--- config.mk ---
export PLATFORM = sky130hd
export DESIGN_NAME = mma_ctrl
export DESIGN_NICKNAME = d
export VERILOG_FILES = /design/src/design/mma_pkg.sv /design/src/design/mma_ctrl.sv
export SDC_FILE = /design/constraint.sdc
export NUM_CORES = 1
export LEC_CHECK = 0
export BUFFER_PORTS_ARGS = -buffer_cell sky130_fd_sc_hd__buf_2
export CORE_AREA = 2 2 39 41
export CTS_BUF_LIST = sky130_fd_sc_hd__clkbuf_8
export DETAILED_ROUTE_END_ITERATION = 8
export DIE_AREA = 0 0 41 43
export GPL_ROUTABILITY_DRIVEN = 0
export PLACE_DENSITY_LB_ADDON = 0.15
export SLEW_MARGIN = 20
export SYNTH_ARGS = -nofsm -noshare
export SYNTH_HDL_FRONTEND = slang
export SYNTH_SLANG_ARGS = --single-unit
--- constraint.sdc ---
create_clock -name clk -period 1.9 [get_ports clk]
set_clock_uncertainty 0.15 [all_clocks]
set_input_delay 0.38 -clock clk [delete_from_list [all_inputs] [get_ports clk]]
set_output_delay 0.38 -clock clk [all_outputs]
set_load 0.02 [all_outputs]
--- src/design/mma_pkg.sv ---
// ----------------------------------------------------------------------------
// mma_pkg
// Shared types and constants for the multichannel moving average block:
// word layouts, register indexes, request codes and controller/datapath links.
// ----------------------------------------------------------------------------
package mma_pkg;

    // default sizing of the block
    localparam int DEF_MAX_CHANNELS = 16;
    localparam int DEF_MAX_WINDOW   = 64;
    localparam int DEF_SAMPLE_BITS  = 10;

    // fixed field widths
    localparam int REQ_W      = 1;
    localparam int CHAN_W     = 8;
    localparam int SMP_W      = 10;
    localparam int AVG_W      = 10;
    localparam int SUM_W      = 16;
    localparam int STEP_W     = $clog2(SUM_W);
    localparam int CIU_W      = 5;
    localparam int WLEN_W     = 7;
    localparam int CFG_IDX_W  = 2;
    localparam int CFG_DATA_W = 7;

    // configuration register indexes
    localparam logic [CFG_IDX_W-1:0] REG_CHANNELS_IN_USE = 2'd0;
    localparam logic [CFG_IDX_W-1:0] REG_WINDOW_LEN      = 2'd1;

    // configuration reset values
    localparam logic [CIU_W-1:0]  CIU_RESET  = 5'd16;
    localparam logic [WLEN_W-1:0] WLEN_RESET = 7'd8;

    // request codes
    localparam logic [REQ_W-1:0] REQ_PUSH = 1'b0;
    localparam logic [REQ_W-1:0] REQ_SEED = 1'b1;

    // input word
    typedef struct packed {
        logic [REQ_W-1:0]  req_type;
        logic [CHAN_W-1:0] channel;
        logic [SMP_W-1:0]  sample;
    } in_item_t;

    // output word
    typedef struct packed {
        logic [AVG_W-1:0]  average;
        logic              channel_valid;
        logic [CHAN_W-1:0] channel_echo;
    } out_item_t;

    // controller to datapath commands
    typedef struct packed {
        logic accept;
        logic clr_wr;
        logic rd_old;
        logic push_wr;
        logic seed_start;
        logic seed_wr;
        logic div_start;
        logic out_load;
    } dp_cmd_t;

    // datapath to controller status
    typedef struct packed {
        logic clr_last;
        logic item_ok;
        logic is_seed;
        logic seed_last;
        logic div_done;
        logic out_free;
    } dp_status_t;

endpackage

--- src/design/mma_ctrl.sv ---
// ----------------------------------------------------------------------------
// mma_ctrl
// Controller: clears the window memory after reset, then steps each accepted
// word through read-modify-write or seed sweep and divide if active, then output load.
// ----------------------------------------------------------------------------
module mma_ctrl (
    input  logic                 clk,
    input  logic                 rst_n,
    input  logic                 in_valid,
    output logic                 in_ready,
    input  mma_pkg::dp_status_t  status,
    output mma_pkg::dp_cmd_t     cmd
);
    import mma_pkg::*;

    localparam logic [2:0] ST_CLEAR    = 3'd0;
    localparam logic [2:0] ST_IDLE     = 3'd1;
    localparam logic [2:0] ST_DECODE   = 3'd2;
    localparam logic [2:0] ST_PUSH     = 3'd3;
    localparam logic [2:0] ST_SEED     = 3'd4;
    localparam logic [2:0] ST_DIV_GO   = 3'd5;
    localparam logic [2:0] ST_DIV_WAIT = 3'd6;
    localparam logic [2:0] ST_FINISH   = 3'd7;

    logic [2:0] state_reg;
    logic [2:0] state_next;

    // state register
    always_ff @(posedge clk or negedge rst_n)
    begin
        if (!rst_n)
        begin
            state_reg <= ST_CLEAR;
        end
        else
        begin
            state_reg <= state_next;
        end
    end

    // next state and commands
    always_comb
    begin
        state_next = state_reg;
        cmd        = '0;
        in_ready   = 1'b0;
        unique case (state_reg)
            ST_CLEAR:
            begin
                cmd.clr_wr = 1'b1;
                if (status.clr_last)
                begin
                    state_next = ST_IDLE;
                end
            end
            ST_IDLE:
            begin
                in_ready   = 1'b1;
                cmd.accept = in_valid;
                if (in_valid)
                begin
                    state_next = ST_DECODE;
                end
            end
            ST_DECODE:
            begin
                if (!status.item_ok)
                begin
                    state_next = ST_FINISH;
                end
                else if (status.is_seed)
                begin
                    cmd.seed_start = 1'b1;
                    state_next     = ST_SEED;
                end
                else
                begin
                    cmd.rd_old = 1'b1;
                    state_next = ST_PUSH;
                end
            end
            ST_PUSH:
            begin
                cmd.push_wr = 1'b1;
                state_next  = ST_DIV_GO;
            end
            ST_SEED:
            begin
                cmd.seed_wr = 1'b1;
                if (status.seed_last)
                begin
                    state_next = ST_DIV_GO;
                end
            end
            ST_DIV_GO:
            begin
                cmd.div_start = 1'b1;
                state_next    = ST_DIV_WAIT;
            end
            ST_DIV_WAIT:
            begin
                if (status.div_done)
                begin
                    state_next = ST_FINISH;
                end
            end
            ST_FINISH:
            begin
                if (status.out_free)
                begin
                    cmd.out_load = 1'b1;
                    state_next   = ST_IDLE;
                end
            end
            default:
            begin
                state_next = ST_IDLE;
            end
        endcase
    end

endmodule

# Yosys cells after proc, flatten, opt, wreduce, memory -nomap -nowiden
# Cells that the tools add are included.
# totals
inputBits	9
wordCells	37
ff_bits	3
# op_classes
reduce_logical	2
eq_ne	12
mux	22
# ops
operator	n
one-hot mux 3 bit (8 select lines)	1
2-to-1 mux 3 bit	7
2-to-1 mux 1 bit	14
== test 3 bit, second input constant	4
!= test 2 bit, second input constant	5
== test 3 x 2 -> 1 bit, second input constant	2
AND reduction 5 bit	1
== test 3 x 1 -> 1 bit, second input constant	1
zero test 3 bit	1

# Logic depth before layout (Yosys ltp)
# Gate-level depths: netlist of run 1.
# logic_depth
word_depth	3
mapped_depth	4
depth_no_buf	3

# Least setup slack after synthesis of run 1
# No wires, ideal clock.
# synth_path
path_kind	reg-to-output
startpoint	register state_reg[1]
endpoint	output cmd[7] (netlist bit)
t_arrival_ns	1.205
path_stages_with_launch	4
setup_slack_ns	0.165
path_cell_list	dfrtp_1 buf_4 nor3b_2 and2_1
# synth_rtl
element	line_no	rtl
start, declared	mma_ctrl.sv:25	logic [2:0] state_reg;
start signal, assigned	mma_ctrl.sv:37	state_reg <= state_next;
end, declared	mma_ctrl.sv:12	output mma_pkg::dp_cmd_t cmd

==> results of run 1 <==
power by group through the flow:
stage | sequential [µW] | clock [µW] | combinational [µW]
floorplan | 124 | 0 | 370
global placement | 170 | 0 | 435
detailed placement | 172 | 0 | 433
CTS | 171 | 183 | 435
global route | 185 | 189 | 470
finish | 171 | 177 | 430
worst min-delay path by stage:
| stage | start | to | slack, ps | cells after the start |
|---|---|---|---|---|
| after CTS | rst_n | state_reg[2] | 340 | 2 |
| after global routing | rst_n | state_reg[2] | 360 | 2 |
| after global placement | rst_n | state_reg[0] | 30 | 1 |
| final | rst_n | state_reg[2] | 340 | 2 |
| after detailed placement | rst_n | state_reg[0] | 30 | 1 |
| after floorplan | rst_n | state_reg[0] | -70 | 0 |
timing repair:
item                       4_1_cts  5_1_grt
hold endpoints to repair         3        0
gates resized for setup          0        2
setup endpoints to repair        0        1
setup buffers                    0        0
hold buffers                     1        0
stage by stage:
step                      instances  hold WS, ps  cell area (µm²)
after floorplan                  35        -65.6              310
after global placement           68         27.6              412
after detailed placement         68         28.8              412
after CTS                        73          335              467
after global routing             73          360              472
final                            73          342              472
synth_stat cells:
library cell | n | share of area (%)
a21oi_1 | 1 | 1.6
a32o_1 | 1 | 3.2
and2_1 | 2 | 4.0
and2b_1 | 1 | 2.4
and2b_2 | 1 | 2.8
and3b_1 | 1 | 2.8
buf_4 | 2 | 4.8
buf_6 | 1 | 3.6
dfrtp_1 | 3 | 24
inv_1 | 2 | 2.4
mux2i_1 | 1 | 3.2
nand2_1 | 3 | 3.6
nand3_1 | 1 | 1.6
nor2_1 | 2 | 2.4
nor2b_1 | 1 | 2.0
nor3_1 | 1 | 1.6
nor3b_1 | 1 | 2.4
nor3b_2 | 2 | 8.1
o2111ai_4 | 1 | 8.5
o211ai_1 | 1 | 2.4
o21ai_0 | 2 | 3.2
o21ai_1 | 1 | 1.6
o21bai_1 | 1 | 2.4
or3_1 | 1 | 2.0
or3b_1 | 1 | 2.8
worst max-delay path, cell delays in order (launching register included):
cell,delay [ps]
dfrtp_1,370
or3b_4,380
nor3b_2,180
buf_4,160
routing by layer:
metal | global-route usage (%) | up-vias | part of all wire [%]
met5 | 0 | - | 0
met4 | 4.00 | 0 | 0
met3 | 3.14 | 0 | 5.9
met2 | 14.4 | 10 | 48
met1 | 15.8 | 150 | 46
li1 | - | 168 | -
area by class of cell:
type	instances	area, µm²	area share [%]
clock inverters	1	3.75	0.796
flip-flops and latches	3	75.1	15.9
inverters	2	7.51	1.59
well taps	16	20.0	4.24
clock buffers	3	41.3	8.75
multi-input cells	27	204	43.2
repair buffers	21	120	25.5
logic make-up (layout without fill, tap and decap cells):
group	after synthesis	in the layout
flops	3	3
buf+inv	5	27
compound gates	8	8
mux	1	1
simple gates	18	18
==> impl_metrics.csv, run 1 <==
group,metric,value,unit
die,start_util,22.4,%
power_and_ir_drop,p_total,779,µW
clock_network,cts-root-buf,"clkbuf_8",
layout,final_net_count,67,
clock_network,clkTransAtPathRegs,30,ps
detailed_routing,drtPass1Iterations,2,
sta,max_slew.worst_pin.slew,349,ps
power_and_ir_drop,combPwrFrac,55.3,%
power_and_ir_drop,sw_frac_of_total,43.1,%
global_route,grt_overflow,0,
layout,final_common_cell,"buf_2",
sta,setup_violations,0,
layout,layout_common_cells,"buf_2 (16), buf_4 (4)",
power_and_ir_drop,p_int,443,µW
sta,finalCriticalPeriod,1830,ps
detailed_routing,drt_drc_violations_left,0,
layout,drive_above_1_share,49.1,%
power_and_ir_drop,p_seq_share,22.0,%
synth,synthSimpleGateAreaFrac,38.7,%
layout,n_antenna_cell,0,
global_route,grt_pass1_wl,1.30,mm
sta,slew_viol_final,0,
layout,syn_to_final_growth,52.0,%
sta,fin_ws,72.9,ps
worst_setup_path,r2r_start,"state_reg[2]",
worst_setup_path,critPathKind,"reg -> out",
detailed_routing,final_antenna_net_count,0,
worst_setup_path,r2r-end,"state_reg[0]",
die,rows,14,
placement,port_buffers,17,
clock_network,insertion_delay,210,ps
worst_setup_path,endpoint,"cmd[5]",
clock_network,cts.sinks,3,
die,core_area,1380,µm²
power_and_ir_drop,vdd_drop_max,0.000915,V
synth,synthMuxAreaShare,3.23,%
sta,clock.fmax,547,MHz
layout,largest_register_ffs,3,
worst_setup_path,worst-path-max-fanout,2,
synth,synth_nets,44,
die,io_pins,18,
synth,ys_seq_area_share,24.2,%
die,dieWidth,41,µm
power_and_ir_drop,leakagePower,0.000244,µW
sta,post-route-period-util,96.2,%
power_and_ir_drop,power_frac_clock,22.8,%
sta,rsz0062_at_grt,"no",
clock_network,clockBufferDepth,2,
sta,timing.slew.headroom,76.7,%
clock_network,cts_inserted_buffers,3,
global_route,grt_usage,10.7,%
synth,avgSynthCellArea,8.87,µm²
layout,n_fill_cell,155,
synth,netlist_instances,35,
status,status,"finished, final reports clean",
clock_network,cts_max_level,1,
layout,post-route-util,34.1,%
worst_setup_path,startpoint,"state_reg[0]",
worst_setup_path,rrSetupSlack,370,ps
power_and_ir_drop,powerDensity,1650,nW/µm²
sta,hold_viol_final,0,
detailed_routing,avgRoutedWirePerCell,10.7,µm
synth,synthAdderAreaFrac,0,%
sta,final.setup.tns,0,ps
synth,yosys_warnings,0,
global_route,antenna_found_initial,0,
worst_setup_path,crit_required,1370,ps
synth,syn-cell-area,310,µm²
detailed_routing,wl,780,µm
die,dieArea,1760,µm²
flow_run,cap_violations,0,
synth,synth_compound_area_share,23.0,%
synth,synth_top_family_by_area,"simple AND/OR/NAND/NOR gates",
detailed_routing,viasPerCell,4.49,
global_route,grt_max_degree,13,
power_and_ir_drop,switchingPower,336,µW
synth,synth_xor_area_share,0,%
worst_setup_path,rr_worst_depth,4,
placement,pre_cts_slack,162,ps
worst_setup_path,critPathLaunchType,"flop",
detailed_routing,drt-initial-drc-count,3,
worst_setup_path,worstPathArrival,1300,ps
synth,synth-seq-cells,3,
global_route,grt_pass1_vias,304,
worst_setup_path,endpoint_kind,"output port",
detailed_routing,vias,328,
die,die_h,43,µm
synth,synthDistinctLibCells,25,
clock_network,cts_tree,"done",
min_path,hold_path.class,"in -> async",
No activity file was read; power rests on OpenSTA's default activity.
==> run 2, diff against run 1 <==
--- a/config.mk
+++ b/config.mk
@@ -7,7 +7,7 @@
 export LEC_CHECK = 0
 export BUFFER_PORTS_ARGS = -buffer_cell sky130_fd_sc_hd__buf_2
 export CORE_AREA = 2 2 39 41
-export CTS_BUF_LIST = sky130_fd_sc_hd__clkbuf_8
+export CTS_BUF_LIST = sky130_fd_sc_hd__clkbuf_2
 export DETAILED_ROUTE_END_ITERATION = 8
 export DIE_AREA = 0 0 41 43
 export GPL_ROUTABILITY_DRIVEN = 0
==> run 2 against run 1 <==
- combinational power barely moved
- power fell by 12%
- clock power fell by 50%
- highest routed layer unchanged
- critical endpoint unchanged
- utilization fell by 1.9 points
- register-to-register slack improved by 90 ps
- non-clock buffer count did not move
- critical path type unchanged
- fmax rose by 0.36%
- worst setup slack improved by 6.6 ps
- global-route usage fell by 0.90 points
- die area did not move
==> impl_metrics.csv, run 2 (synthesis gave the netlist of run 1 again) <==
group,metric,value,unit
worst_setup_path,cp.depth,3,
worst_setup_path,cp_top_family,"simple AND/OR/NAND/NOR gates",
sta,setup_violations,0,
layout,layout_common_cells,"buf_2 (16), clkbuf_2 (4), buf_4 (4)",
global_route,grt_usage,9.84,%
placement,place_inst,68,
global_route,grt_overflow,0,
worst_setup_path,critical_path.slowest_cell,"or3b_1",
sta,hold_viol_final,0,
layout,largest_register_ffs,3,
power_and_ir_drop,powerDensity,1540,nW/µm²
layout,n_antenna_cell,0,
detailed_routing,drt-initial-drc-count,3,
layout,final_common_cell,"buf_2",
clock_network,post_cts_buffers,0,
global_route,grt_pass1_vias,288,
clock_network,cts_inserted_buffers,3,
detailed_routing,drtPass1Iterations,2,
global_route,grtUsageMet2,14.1,%
power_and_ir_drop,combPwrFrac,62.1,%
layout,seqCellArea,76.3,µm²
worst_setup_path,critPathKind,"reg -> out",
layout,stdcell_area,445,µm²
die,core_area,1380,µm²
global_route,use_met3,3.14,%
worst_setup_path,worstPathCellList,"or3b_1 > nor3b_2 > buf_4",
global_route,grt_max_degree,13,
power_and_ir_drop,power_frac_clock,12.8,%
detailed_routing,drt_drc_violations_left,0,
worst_setup_path,worst-path-max-fanout,2,
worst_setup_path,r2r-end,"state_reg[0]",
clock_network,clockBufferDepth,2,
global_route,antenna_found_initial,0,
die,start_util,22.4,%
power_and_ir_drop,switchingPower,327,µW
clock_network,cts_tree,"done",
worst_setup_path,r2r_start,"state_reg[2]",
die,die_h,43,µm
clock_network,insertion_delay,200,ps
worst_setup_path,worstPathArrival,1290,ps
clock_network,clkTransAtPathRegs,50,ps
sta,max_slew.worst_pin.slew,348,ps
layout,multi_input_area,201,µm²
layout,drive_above_1_share,50.9,%
min_path,hold_path.class,"in -> async",
clock_network,cts_max_level,1,
global_route,grt_pass1_wl,1.23,mm
power_and_ir_drop,vdd_drop_max,0.000922,V
worst_setup_path,rr_worst_depth,4,
power_and_ir_drop,sw_frac_of_total,47.5,%
worst_setup_path,crit_required,1370,ps
sta,post-route-period-util,95.8,%
layout,final_net_count,67,
worst_setup_path,max_stage_delay,410,ps
worst_setup_path,rrSetupSlack,460,ps
layout,syn_to_final_growth,43.5,%
sta,worst_hold_slack,350,ps
power_and_ir_drop,p_int,361,µW
power_and_ir_drop,p_total,688,µW
worst_setup_path,critPathLaunchType,"flop",
layout,n_fill_cell,158,
placement,place_area,412,µm²
global_route,grt_use_met1,15.1,%
detailed_routing,wl,757,µm
placement,port_buffers,17,
layout,instances_no_fill,73,
flow_run,cap_violations,0,
die,dieArea,1760,µm²
detailed_routing,avgRoutedWirePerCell,10.4,µm
die,io_pins,18,
clock_network,cts-root-buf,"clkbuf_2",
die,rows,14,
sta,clock.fmax,549,MHz
sta,slew_viol_final,0,
sta,finalCriticalPeriod,1820,ps
worst_setup_path,path_buf_inv,1,
die,dieWidth,41,µm
power_and_ir_drop,leakagePower,0.000233,µW
sta,fin_ws,79.5,ps
status,status,"finished, final reports clean",
power_and_ir_drop,p_seq_share,25.1,%
sta,rsz0062_at_grt,"yes",
clock_network,cts.sinks,3,
placement,pre_cts_slack,162,ps
sta,timing.slew.headroom,76.8,%
worst_setup_path,endpoint_kind,"output port",
detailed_routing,viasPerCell,4.48,
detailed_routing,vias,327,
global_route,top_usage_layer,"met1",
detailed_routing,final_antenna_net_count,0,
run 2: timing repair:
action                                  in CTS  in global routing
endpoints found under the setup margin       0                  2
gates resized for setup                      0                  2
hold endpoints to repair                     3                  0
hold buffers                                 1                  0
run 2: through the flow:
stage | setup TNS [ps] | util, %
global route | -1.43 | 32.2
global placement | 0 | 29.7
CTS | 0 | 31.9
floorplan | 0 | -
finish | 0 | 32.2
detailed placement | 0 | 29.7
run 2: layout make-up:
type | count | share of cell area (%)
multi-input cells | 27 | 45.2
repair buffers | 21 | 27.0
flip-flops and latches | 3 | 17.1
clock buffers | 4 | 4.49
well taps | 16 | 4.49
inverters | 2 | 1.69
run 2: metal layers:
metal,up-vias,part of all wire [%]
li1,168,-
met1,147,45
met2,12,48
met3,0,7.3
met4,0,0
met5,-,0
run 2: worst max-delay path by stage:
stage | end | startpoint | slack (ps)
after CTS | cmd[5] | state_reg[0] | 50
after global routing | cmd[5] | state_reg[0] | -1
after global placement | cmd[5] | status[3] | 170
final | cmd[5] | state_reg[0] | 80
after detailed placement | cmd[5] | status[3] | 160
after floorplan | cmd[7] | state_reg[1] | 160
run 2: power groups by stage:
stage | Sequential (µW) | Combinational [µW] | Clock (µW)
after global placement | 170 | 435 | 0
after detailed placement | 172 | 433 | 0
after floorplan | 124 | 370 | 0
after global routing | 185 | 469 | 96.3
after CTS | 171 | 435 | 90.9
final | 173 | 427 | 88.1
